[config.mk]
export PLATFORM = sky130hd
export DESIGN_NAME = timer_deadline_queue
export DESIGN_NICKNAME = d
export VERILOG_FILES = /design/src/hdl/tdq_pkg.sv /design/src/hdl/tdq_datapath.sv /design/src/hdl/tdq_ctrl.sv /design/src/hdl/timer_deadline_queue.sv
export SDC_FILE = /design/constraint.sdc
export NUM_CORES = 2
export LEC_CHECK = 0
export BUFFER_PORTS_ARGS = -buffer_cell sky130_fd_sc_hd__buf_4
export CAP_MARGIN = 30
export CELL_PAD_IN_SITES_DETAIL_PLACEMENT = 0
export CELL_PAD_IN_SITES_GLOBAL_PLACEMENT = 1
export CORE_ASPECT_RATIO = 0.9
export CORE_MARGIN = 1.5
export CORE_UTILIZATION = 53
export DETAILED_ROUTE_END_ITERATION = 10
export PLACE_DENSITY_LB_ADDON = 0.1
export SLEW_MARGIN = 20
export SYNTH_ARGS = -nofsm -noshare
export SYNTH_HDL_FRONTEND = slang
export SYNTH_SLANG_ARGS = --single-unit
export TNS_END_PERCENT = 50
[constraint.sdc]
create_clock -name clock -period 18.4 [get_ports clock]
set_clock_uncertainty 0.15 [all_clocks]
set_input_delay 5.52 -clock clock [delete_from_list [all_inputs] [get_ports clock]]
set_output_delay 5.52 -clock clock [all_outputs]
set_load 0.02 [all_outputs]
[src/hdl/tdq_pkg.sv]
package tdq_pkg;

   localparam int SLOTS_DEFAULT = 32;
   localparam int ID_W = 6;
   localparam int TIME_W = 64;
   localparam int DELAY_W = 48;
   localparam int ORDER_W = 32;
   localparam int TMO_W = 16;
   localparam int MS_DIV = 1000;

   typedef enum logic [1:0] {
      KIND_REGISTER = 2'd0,
      KIND_REMOVE   = 2'd1,
      KIND_CHECK    = 2'd2,
      KIND_UNUSED   = 2'd3
   } kind_type;

   typedef enum logic [1:0] {
      RES_REGISTERED = 2'd0,
      RES_REMOVE     = 2'd1,
      RES_EXPIRED    = 2'd2,
      RES_FINAL      = 2'd3
   } res_kind_type;

   typedef struct packed {
      logic [1:0]         kind;
      logic [TIME_W-1:0]  now_us;
      logic [DELAY_W-1:0] delay_us;
      logic [ID_W-1:0]    timer_id;
   } req_type;

   typedef struct packed {
      logic [1:0]       result_kind;
      logic [ID_W-1:0]  out_id;
      logic             ok;
      logic             reload_valid;
      logic [TMO_W-1:0] timeout_ms;
      logic             last;
   } rsp_type;

   // controller -> datapath
   typedef struct packed {
      logic load;        // capture request
      logic scan_clear;  // start min scan
      logic scan_step;   // examine one slot
      logic alloc_step;  // examine one slot for allocation
      logic alloc_clear;
      logic commit_reg;  // store new timer
      logic do_remove;
      logic free_best;   // free found earliest
      logic div_start;
      logic div_step;
   } dp_cmd_type;

   // datapath -> controller
   typedef struct packed {
      logic       scan_done;
      logic       alloc_done;
      logic       alloc_found;
      logic       have_best;
      logic       best_expired;
      logic       div_done;
      logic [1:0] kind;
   } dp_stat_type;

endpackage

[src/hdl/tdq_datapath.sv]
module tdq_datapath #(
   parameter int SLOTS = tdq_pkg::SLOTS_DEFAULT
) (
   input  logic                 clock,
   input  logic                 reset,
   input  tdq_pkg::req_type     req_in,
   input  tdq_pkg::dp_cmd_type  cmd,
   output tdq_pkg::dp_stat_type stat,
   output logic [tdq_pkg::ID_W-1:0]  best_id,
   output logic [tdq_pkg::ID_W-1:0]  alloc_id,
   output logic                      remove_ok,
   output logic [tdq_pkg::TMO_W-1:0] tmo
);
   localparam int SW = (SLOTS > 1) ? $clog2(SLOTS) : 1;
   localparam int TW = tdq_pkg::TIME_W;
   localparam int OW = tdq_pkg::ORDER_W;
   localparam int IW = tdq_pkg::ID_W;
   localparam int MW = tdq_pkg::TMO_W;
   localparam int RW = 10;       // remainder bits, always below 1000
   localparam int VW = RW + 16;  // remainder followed by one 16-bit digit
   localparam int PW = 53;
   localparam int RECIP_SH = 36;
   // ceil(2^36 / 1000), exact quotient for every dividend below 2^26
   localparam logic [26:0] RECIP = 27'd68719477;

   tdq_pkg::req_type req_ff;
   logic [SLOTS-1:0] valid_ff;
   logic [TW-1:0] deadline_mem [SLOTS];
   logic [OW-1:0] order_mem [SLOTS];
   logic [OW-1:0] order_cnt_ff;
   logic [IW-1:0] next_id_ff;

   logic [SW-1:0] scan_idx_ff;
   logic [SW:0]   scan_cnt_ff;
   logic          have_best_ff;
   logic [SW-1:0] best_ff;
   logic [TW-1:0] best_dl_ff;
   logic [OW-1:0] best_ord_ff;

   logic [IW-1:0] alloc_c_ff;
   logic [SW:0]   alloc_cnt_ff;
   logic          alloc_found_ff;
   logic [IW-1:0] alloc_id_ff;
   logic          remove_ok_ff;

   logic [TW-1:0] dvd_ff;
   logic [RW-1:0] rem_ff;
   logic [MW-1:0] quo_ff;
   logic [3:0]    div_cnt_ff;

   logic [TW-1:0] cur_dl;
   logic [OW-1:0] cur_ord, ord_diff;
   logic          cur_earlier;
   logic [IW-1:0] start_id;
   logic [TW:0]   dl_sum;
   logic [TW-1:0] dl_sat;
   logic [IW-1:0] tid;
   logic          rem_hit;
   logic [VW-1:0] div_v, div_back, div_rem;
   logic [PW-1:0] div_prod;

   assign cur_dl   = deadline_mem[scan_idx_ff];
   assign cur_ord  = order_mem[scan_idx_ff];
   assign ord_diff = cur_ord - best_ord_ff;
   assign cur_earlier = (cur_dl != best_dl_ff) ? (cur_dl < best_dl_ff) : ord_diff[OW-1];
   assign start_id = (next_id_ff < IW'(1) || next_id_ff > IW'(SLOTS)) ? IW'(1) : next_id_ff;
   assign dl_sum = {1'b0, req_ff.now_us} + (TW+1)'(req_ff.delay_us);
   assign dl_sat = dl_sum[TW] ? '1 : dl_sum[TW-1:0];
   assign tid = req_ff.timer_id;
   assign rem_hit = tid >= IW'(1) && tid <= IW'(SLOTS) && valid_ff[SW'(tid - IW'(1))];

   // long division by 1000 in 16-bit digits, a quotient step then a remainder step per digit
   assign div_v    = {rem_ff, dvd_ff[TW-1 -: 16]};
   assign div_prod = PW'(div_v) * PW'(RECIP);
   assign div_back = VW'(quo_ff) * VW'(tdq_pkg::MS_DIV);
   assign div_rem  = div_v - div_back;

   always_ff @(posedge clock) begin
      if (reset) begin
         valid_ff <= '0;
         order_cnt_ff <= '0;
         next_id_ff <= IW'(1);
         have_best_ff <= 1'b0;
         scan_cnt_ff <= '0;
         alloc_cnt_ff <= '0;
         alloc_found_ff <= 1'b0;
         div_cnt_ff <= '0;
      end else begin
         if (cmd.load) begin
            req_ff <= req_in;
         end
         if (cmd.scan_clear) begin
            scan_idx_ff <= '0;
            scan_cnt_ff <= '0;
            have_best_ff <= 1'b0;
         end else if (cmd.scan_step) begin
            if (valid_ff[scan_idx_ff] && (!have_best_ff || cur_earlier)) begin
               have_best_ff <= 1'b1;
               best_ff <= scan_idx_ff;
               best_dl_ff <= cur_dl;
               best_ord_ff <= cur_ord;
            end
            scan_idx_ff <= (scan_idx_ff == SW'(SLOTS-1)) ? '0 : scan_idx_ff + SW'(1);
            scan_cnt_ff <= scan_cnt_ff + (SW+1)'(1);
         end
         if (cmd.alloc_clear) begin
            alloc_c_ff <= start_id;
            alloc_cnt_ff <= '0;
            alloc_found_ff <= 1'b0;
            alloc_id_ff <= '0;
         end else if (cmd.alloc_step && !alloc_found_ff) begin
            if (!valid_ff[SW'(alloc_c_ff - IW'(1))]) begin
               alloc_found_ff <= 1'b1;
               alloc_id_ff <= alloc_c_ff;
            end
            alloc_c_ff <= (alloc_c_ff >= IW'(SLOTS)) ? IW'(1) : alloc_c_ff + IW'(1);
            alloc_cnt_ff <= alloc_cnt_ff + (SW+1)'(1);
         end
         if (cmd.commit_reg && alloc_found_ff) begin
            valid_ff[SW'(alloc_id_ff - IW'(1))] <= 1'b1;
            deadline_mem[SW'(alloc_id_ff - IW'(1))] <= dl_sat;
            order_mem[SW'(alloc_id_ff - IW'(1))] <= order_cnt_ff;
            order_cnt_ff <= order_cnt_ff + OW'(1);
            next_id_ff <= (alloc_id_ff >= IW'(SLOTS)) ? IW'(1) : alloc_id_ff + IW'(1);
         end
         if (cmd.do_remove) begin
            remove_ok_ff <= rem_hit;
            if (rem_hit) begin
               valid_ff[SW'(tid - IW'(1))] <= 1'b0;
            end
         end
         if (cmd.free_best) begin
            valid_ff[best_ff] <= 1'b0;
         end
         if (cmd.div_start) begin
            rem_ff <= '0;
            quo_ff <= '0;
            dvd_ff <= (best_dl_ff > req_ff.now_us) ? best_dl_ff - req_ff.now_us : '0;
            div_cnt_ff <= '0;
         end else if (cmd.div_step) begin
            if (!div_cnt_ff[0]) begin
               quo_ff <= div_prod[RECIP_SH+MW-1:RECIP_SH];
            end else begin
               rem_ff <= div_rem[RW-1:0];
               dvd_ff <= {dvd_ff[TW-17:0], 16'b0};
            end
            div_cnt_ff <= div_cnt_ff + 4'd1;
         end
      end
   end

   assign stat.scan_done    = (scan_cnt_ff == (SW+1)'(SLOTS));
   assign stat.alloc_done   = alloc_found_ff || (alloc_cnt_ff == (SW+1)'(SLOTS));
   assign stat.alloc_found  = alloc_found_ff;
   assign stat.have_best    = have_best_ff;
   assign stat.best_expired = (best_dl_ff <= req_ff.now_us);
   // four digits, quotient and remainder step each
   assign stat.div_done     = (div_cnt_ff == 4'd8);
   assign stat.kind         = req_ff.kind;
   assign best_id   = IW'(best_ff) + IW'(1);
   assign alloc_id  = alloc_id_ff;
   assign remove_ok = remove_ok_ff;
   // low 16 bits of the full quotient are the last digit's quotient
   assign tmo       = quo_ff;
endmodule

[src/hdl/tdq_ctrl.sv]
module tdq_ctrl (
   input  logic                 clock,
   input  logic                 reset,
   input  logic                 start,
   output logic                 busy,
   input  tdq_pkg::dp_stat_type stat,
   input  logic [tdq_pkg::ID_W-1:0]  best_id,
   input  logic [tdq_pkg::ID_W-1:0]  alloc_id,
   input  logic                      remove_ok,
   input  logic [tdq_pkg::TMO_W-1:0] tmo,
   output tdq_pkg::dp_cmd_type  cmd,
   output logic                 rsp_strobe,
   output tdq_pkg::rsp_type     rsp_data
);
   typedef enum logic [3:0] {
      ST_IDLE, ST_DECODE, ST_ALLOC, ST_COMMIT, ST_SCAN_START, ST_SCAN,
      ST_DECIDE, ST_DIV, ST_FINISH, ST_REMOVE, ST_REM_OUT
   } state_type;

   state_type state_ff;
   logic rsp_strobe_ff;
   tdq_pkg::rsp_type rsp_ff;
   logic expire_hit;

   assign busy = (state_ff != ST_IDLE);
   assign rsp_strobe = rsp_strobe_ff;
   assign rsp_data = rsp_ff;
   assign expire_hit = (stat.kind == tdq_pkg::KIND_CHECK) && stat.have_best &&
                       stat.best_expired;

   always_comb begin
      cmd = '0;
      unique case (state_ff)
         ST_IDLE:       cmd.load = start;
         ST_DECODE:     cmd.alloc_clear = 1'b1;
         ST_ALLOC:      cmd.alloc_step = 1'b1;
         ST_COMMIT:     cmd.commit_reg = 1'b1;
         ST_SCAN_START: cmd.scan_clear = 1'b1;
         ST_SCAN:       cmd.scan_step = !stat.scan_done;
         ST_DECIDE:     begin
            cmd.div_start = 1'b1;
            cmd.free_best = expire_hit;
         end
         ST_DIV:        cmd.div_step = !stat.div_done;
         ST_REMOVE:     cmd.do_remove = 1'b1;
         default:       cmd = '0;
      endcase
   end

   always_ff @(posedge clock) begin
      if (reset) begin
         state_ff <= ST_IDLE;
         rsp_strobe_ff <= 1'b0;
      end else begin
         rsp_strobe_ff <= (state_ff == ST_FINISH) || (state_ff == ST_REM_OUT) ||
                          ((state_ff == ST_DECIDE) && expire_hit);
         unique case (state_ff)
            ST_IDLE: if (start) state_ff <= ST_DECODE;
            ST_DECODE: begin
               unique case (stat.kind)
                  tdq_pkg::KIND_REGISTER: state_ff <= ST_ALLOC;
                  tdq_pkg::KIND_REMOVE:   state_ff <= ST_REMOVE;
                  tdq_pkg::KIND_CHECK:    state_ff <= ST_SCAN_START;
                  default:                state_ff <= ST_IDLE;
               endcase
            end
            ST_ALLOC: if (stat.alloc_done) state_ff <= ST_COMMIT;
            ST_COMMIT: state_ff <= ST_SCAN_START;
            ST_SCAN_START: state_ff <= ST_SCAN;
            ST_SCAN: if (stat.scan_done) state_ff <= ST_DECIDE;
            ST_DECIDE: begin
               if (expire_hit) begin
                  rsp_ff <= '{result_kind: tdq_pkg::RES_EXPIRED, out_id: best_id,
                              ok: 1'b0, reload_valid: 1'b0, timeout_ms: '0, last: 1'b0};
                  state_ff <= ST_SCAN_START;
               end else begin
                  state_ff <= ST_DIV;
               end
            end
            ST_DIV: if (stat.div_done) state_ff <= ST_FINISH;
            ST_FINISH: begin
               rsp_ff.last <= 1'b1;
               rsp_ff.reload_valid <= stat.have_best;
               rsp_ff.timeout_ms <= stat.have_best ? tmo : '0;
               if (stat.kind == tdq_pkg::KIND_REGISTER) begin
                  rsp_ff.result_kind <= tdq_pkg::RES_REGISTERED;
                  rsp_ff.out_id <= stat.alloc_found ? alloc_id : '0;
                  rsp_ff.ok <= stat.alloc_found;
               end else begin
                  rsp_ff.result_kind <= tdq_pkg::RES_FINAL;
                  rsp_ff.out_id <= '0;
                  rsp_ff.ok <= 1'b0;
               end
               state_ff <= ST_IDLE;
            end
            ST_REMOVE: state_ff <= ST_REM_OUT;
            ST_REM_OUT: begin
               rsp_ff <= '{result_kind: tdq_pkg::RES_REMOVE, out_id: '0, ok: remove_ok,
                           reload_valid: 1'b0, timeout_ms: '0, last: 1'b1};
               state_ff <= ST_IDLE;
            end
            default: state_ff <= ST_IDLE;
         endcase
      end
   end
endmodule

[src/hdl/timer_deadline_queue.sv]
// channel   ports                           transaction
// request   start, busy, req_data           start high while busy low
// response  rsp_strobe, rsp_data            every cycle rsp_strobe is high
//
// busy is high from the cycle after acceptance; the last result strobes as busy drops.
// register: 1..SLOTS allocator probes; divide by 1000 is four 16-bit digits by
// reciprocal multiply. check: e expired timers give e expired results first;
// unused kind: no result.
// synchronous reset clears the table; no clearing pass. the receiver cannot stall.
module timer_deadline_queue #(
   parameter int SLOTS = tdq_pkg::SLOTS_DEFAULT
) (
   input  logic             clock,
   input  logic             reset,
   input  logic             start,
   output logic             busy,
   input  tdq_pkg::req_type req_data,
   output logic             rsp_strobe,
   output tdq_pkg::rsp_type rsp_data
);
   tdq_pkg::dp_cmd_type  cmd;
   tdq_pkg::dp_stat_type stat;
   logic [tdq_pkg::ID_W-1:0]  best_id, alloc_id;
   logic                      remove_ok;
   logic [tdq_pkg::TMO_W-1:0] tmo;

   tdq_datapath #(.SLOTS(SLOTS)) u_dp (
      .clock, .reset, .req_in(req_data), .cmd, .stat,
      .best_id, .alloc_id, .remove_ok, .tmo
   );

   tdq_ctrl u_ctrl (
      .clock, .reset, .start, .busy, .stat, .best_id, .alloc_id, .remove_ok, .tmo,
      .cmd, .rsp_strobe, .rsp_data
   );
endmodule

# Yosys cells after proc, flatten, opt, wreduce, memory -nomap -nowiden
# Memory sizes are Yosys's and may differ from the RTL's. A register that Yosys moved wholly into a read port is not among the register bits.
# Cells that the tools add are included.
# word_totals
register_bits	449
mem_bits_rw	3072
out_inout_bits	29
wordCells	206
mem_count	2
# op_classes
n_addsub	15
mul	2
magnitude_cmp	17
n_eq_ne	24
n_mux	65
n_bitwise	8
reduce_logical	43
# memory_table
memory	words	width	rd	rd_ports_with_merged_regs	write_ports	line_no	text
u_dp.deadline_mem	32	64	1	1	1	tdq_datapath.sv:28	logic [TW-1:0] deadline_mem [SLOTS];
u_dp.order_mem	32	32	1	1	1	tdq_datapath.sv:29	logic [OW-1:0] order_mem [SLOTS];
# op_table
op	count
2-to-1 mux 64 bit	5
2-to-1 mux 32 bit	6
one-hot mux 27 bit (3 select lines)	1
adder 64 x 48 -> 65 bit	1
AND 32 bit	2
greater-than comparator 64 bit	1
<= comparator 64 bit	1
< comparator 64 bit	1
inequality test 64 bit	1
inverter 32 bit	2
subtractor 64 bit	1
multiplier 26 x 27 -> 52 bit, second input constant	1
2-to-1 mux 16 bit	3
2-to-1 mux 6 bit	8
one-hot mux 4 bit (9 select lines)	1
adder 32 x 1 -> 32 bit, second input constant	1
OR 32 bit	1
subtractor 32 bit	1
< comparator 5 x 6 -> 1 bit, second input constant	5
2-to-1 mux 5 bit	6
2-to-1 mux 27 bit	1
adder 6 x 1 -> 6 bit, second input constant	4
2-to-1 mux 10 bit	2
2-to-1 mux 1 bit	18
41 further kinds	100

# Longest topological paths before layout
# logic_depth
ltp_word	14
ltp_mapped	26

# By module
# From an unflattened synthesis, not the netlist that was laid out.
# unflattened
hier_cells	8241
area_unflattened_um2	154217.9
# modules_own_cells
module	instances	cells_each	area_per_inst_um2	seq_area_each_um2
tdq_datapath	1	8118	152732.7	103989.7
tdq_ctrl	1	123	1485.2	910.9

# Worst setup path before layout
# OpenSTA, ideal clock, no wires.
# synth_path
path_kind	input port to flip-flop
start	input port reset
end	register u_dp.req_ff[100] (netlist bit) (enable)
setup_time_ns	0.771
arrival_time_ns	14.839
required_time_ns	17.479
path_slack_ns	2.640
cell_stages	4
path_buffers	3
cell_sequence	clkbuf_1 -> clkbuf_1 -> clkbuf_1 -> nor3b_1
# synth_via
elab_chain_len	2
# synth_rtl
item	line_no	text
start: declaration	timer_deadline_queue.sv:14	input logic reset,
inverter 1 bit (no source line)	n/a	
AND reduction 2 bit (no source line)	n/a	
end signal: assignment	tdq_datapath.sv:90	req_ff <= req_in;
end: declaration	tdq_datapath.sv:26	tdq_pkg::req_type req_ff;
# Every way passes these cells.
# A chain may end at the register's enable or synchronous reset.

==> flow_metrics.env <==
export IMPL_cts_tree="built"
export IMPL_grt_overflow_total=0
export IMPL_fmax_ghz=0.106
export IMPL_viasPerCell=6.34
export IMPL_fin_crit_ns=9.39
export IMPL_power_leakage_nw=59.6
export IMPL_endpoint_kind="flip-flop"
export IMPL_worstSetupPathType="flip-flop to flip-flop"
export IMPL_portBuffers=151
export IMPL_antenna_found_initial=9
export IMPL_power_mw=20.3
export IMPL_nNetsFinal=9481
export IMPL_yosys_top_cells_count="edfxtp_1, mux4_2, inv_1"
export IMPL_synthArstFlopShare=0
export IMPL_max_cap_violations=0
export IMPL_globalplace_congestion=0.898
export IMPL_placed_cell_area_mm2=0.161
export IMPL_drt_initial_drc_count=10100
export IMPL_die_h_um=514
export IMPL_ios=152
export IMPL_synth_most_common_cell="edfxtp_1"
export IMPL_clkTransAtPathRegs_ns=0.06
export IMPL_min_path_type="flip-flop to flip-flop"
export IMPL_clkPwrFrac=0.353
export IMPL_post_drt_wl_per_cell_um=32.8
export IMPL_power_density_mw_per_mm2=117
export IMPL_dp_cells=12100
export IMPL_drive_gt1_frac=0.235
export IMPL_final_area_mm2=0.173
export IMPL_cts_max_path_buffers=4
export IMPL_cts_resized_gates=0
export IMPL_relSlewSlack=0.228
export IMPL_setup_viol=0
export IMPL_grt_usage=0.287
export IMPL_vias=81000
export IMPL_irDropWorstVdd_mv=0.0944
export IMPL_start_kind="flip-flop"
export IMPL_holdPathStages=2
export IMPL_synthesis_area_mm2=0.154
export IMPL_grt_setup_unrepaired="no"
export IMPL_hpwlAfterDp_um=248000
export IMPL_worstPathRequired_ns=18.76
export IMPL_ctsHoldBuffers=0
export IMPL_dieArea_mm2=0.293
export IMPL_yosysTopAreaCell="edfxtp_1"
export IMPL_start_util=0.533
export IMPL_switching_share=0.263
export IMPL_final_cells=12800
export IMPL_clkLatencyLatePin_ns=0.92
export IMPL_post_cts_buffers=0
export IMPL_intPower_mw=15.0
export IMPL_synth_edf_count=3428
export IMPL_power_switching_mw=5.34
export IMPL_worstRegToRegCells=16
export IMPL_grt_max_degree=123
export IMPL_ys_seq_area_frac=0.682
export IMPL_worst_slack_ns=9.01
export IMPL_root_buffer="clkbuf_16"
export IMPL_p_seq_frac=0.470
export IMPL_yosys_warnings=0
export IMPL_final_util=0.600
export IMPL_crit_path_max_fanout=91
export IMPL_rows=187
export IMPL_drtPass1Iterations=5
export IMPL_critical_path_arrival_ns=9.75
export IMPL_timing_final_crit_share=0.510
export IMPL_core_mm2=0.288
export IMPL_htree_num_levels=5
export IMPL_synth_area_leaders="edfxtp_1, mux4_2, ha_1"
export IMPL_synth_flop_cell="edfxtp_1"
export IMPL_pre_cts_ws_ns=8.55
export IMPL_status="finished, final reports clean"
export IMPL_postRouteAntennaNets=0
export IMPL_comb_power_share=0.177
export IMPL_hold_viol_final=0
export IMPL_ys_types=72
export IMPL_synthDominantCellAreaShare=0.670
export IMPL_drc=0
export IMPL_hold_ws_ns=0.341
export IMPL_grt_pass1_wl_um=596000
export IMPL_wl_um=420000
export IMPL_grt_pass1_vias=81200
export IMPL_die_w_um=571
export IMPL_worst_pin_slew_ns=1.16
export IMPL_synthCells=8189
export IMPL_syn2layout_area_growth_pct=12.7
export IMPL_drv_slew=0
export IMPL_syn_area_per_cell_um2=18.8
export IMPL_cts_buffers=359
export IMPL_cts_sinks=3526
export IMPL_ys_seq_elements=3526
export IMPL_setup_tns_ns=0
export IMPL_synth_nets=9047
==> path summary, 6_finish.rpt <==
path / startpoint / slack, ns / to
min: u_dp.scan_cnt_ff[5] / 0.34 / u_dp.scan_cnt_ff[5]
max reg2reg: flip-flop / 9.01 / u_dp.best_dl_ff[24]
max: flip-flop / 9.01 / u_dp.best_dl_ff[24]
min reg2reg: u_dp.scan_cnt_ff[5] / 0.34 / u_dp.scan_cnt_ff[5]
==> critical path: stages (launching register included) <==
cell	delay, ns
dfxtp_4	0.72
buf_4	0.71
buf_12	0.62
buf_4	0.48
buf_16	0.29
mux4_2	0.55
mux4_2	0.48
mux2_2	0.40
ha_1	0.33
nand4_1	0.16
nor4_1	0.85
nand2_1	0.26
nor4_1	0.90
nand3b_1	0.26
a31oi_4	0.30
buf_4	0.49
buf_4	0.68
==> state kept, by name, indices dropped and copies added, names as in the netlist, 10 cells and up, named ones only <==
register           count
u_dp.deadline_mem   2048
u_ctrl.rsp_data       27
u_dp.best_dl_ff       64
u_dp.best_ord_ff      32
u_dp.req_ff          112
u_dp.dvd_ff           64
u_dp.order_mem      1024
u_dp.order_cnt_ff     32
u_dp.valid_ff         32
u_dp.rem_ff           10
u_dp.tmo              16
==> per-layer routing <==
layer	track usage	up-vias	share of wire
li1	-	33500	-
met1	0.409	43400	0.41
met2	0.469	3526	0.49
met3	0.0325	639	0.066
met4	0.0908	2	0.034
met5	0	-	0.000031
==> cells by family (layout without fill, tap and decap cells) <==
kind of cell	Yosys count	after routing	synth area share
AO/OA/AOI/OAI	755	755	0.0311
XOR/XNOR	190	190	0.0108
adder cells (fa/ha/maj)	735	735	0.0705
buffers and inverters	951	1669	0.0234
flip-flops	3526	3526	0.682
multiplexers	1095	1095	0.153
other	0	9	0
AND/OR/NAND/NOR	937	937	0.0294
==> placed cells by master, fill, tap and decap left out, drive strengths merged, types with 28 or more instances in the layout <==
master	Yosys	final
a21o	96	96
inv	617	624
ha	517	517
o22ai	38	38
clkbuf	258	446
o31ai	41	41
nor2b	63	63
nand3	66	66
mux2	102	102
nor3	57	57
a21oi	215	215
nand4	66	66
xor2	86	86
edfxtp	3428	3428
fa	218	218
nor2	258	258
xnor2	104	104
and2	28	28
a211oi	29	29
bufinv	0	30
and3	29	29
a31oi	53	53
clkinv	0	151
nand2	260	260
o21ai	142	142
buf	76	407
dfxtp	98	98
mux4	988	988
==> power groups by stage <==
| stage | Clock (mW) | Combinational [mW] | Sequential, mW |
|---|---|---|---|
| 4_1_cts | 7.25 | 3.49 | 9.58 |
| 6_report | 7.17 | 3.59 | 9.55 |
| 3_5_place_dp | 0 | 3.48 | 9.75 |
| 2_1_floorplan | 0 | 2.35 | 9.64 |
| 3_3_place_gp | 0 | 3.37 | 9.76 |
| 5_1_grt | 7.54 | 3.85 | 9.55 |
==> area by class of cell <==
cell class,instances,area [µm²]
Timing Repair Buffer,407,3930
Clock inverter,199,1980
Antenna cell,9,22.5
Sequential cell,3526,105000
Fill cell,20900,115000
Tap cell,3874,4850
Clock buffer,446,9490
Inverter,617,2320
Multi-Input combinational cell,3712,45700
(Power assumes the default switching activity.)
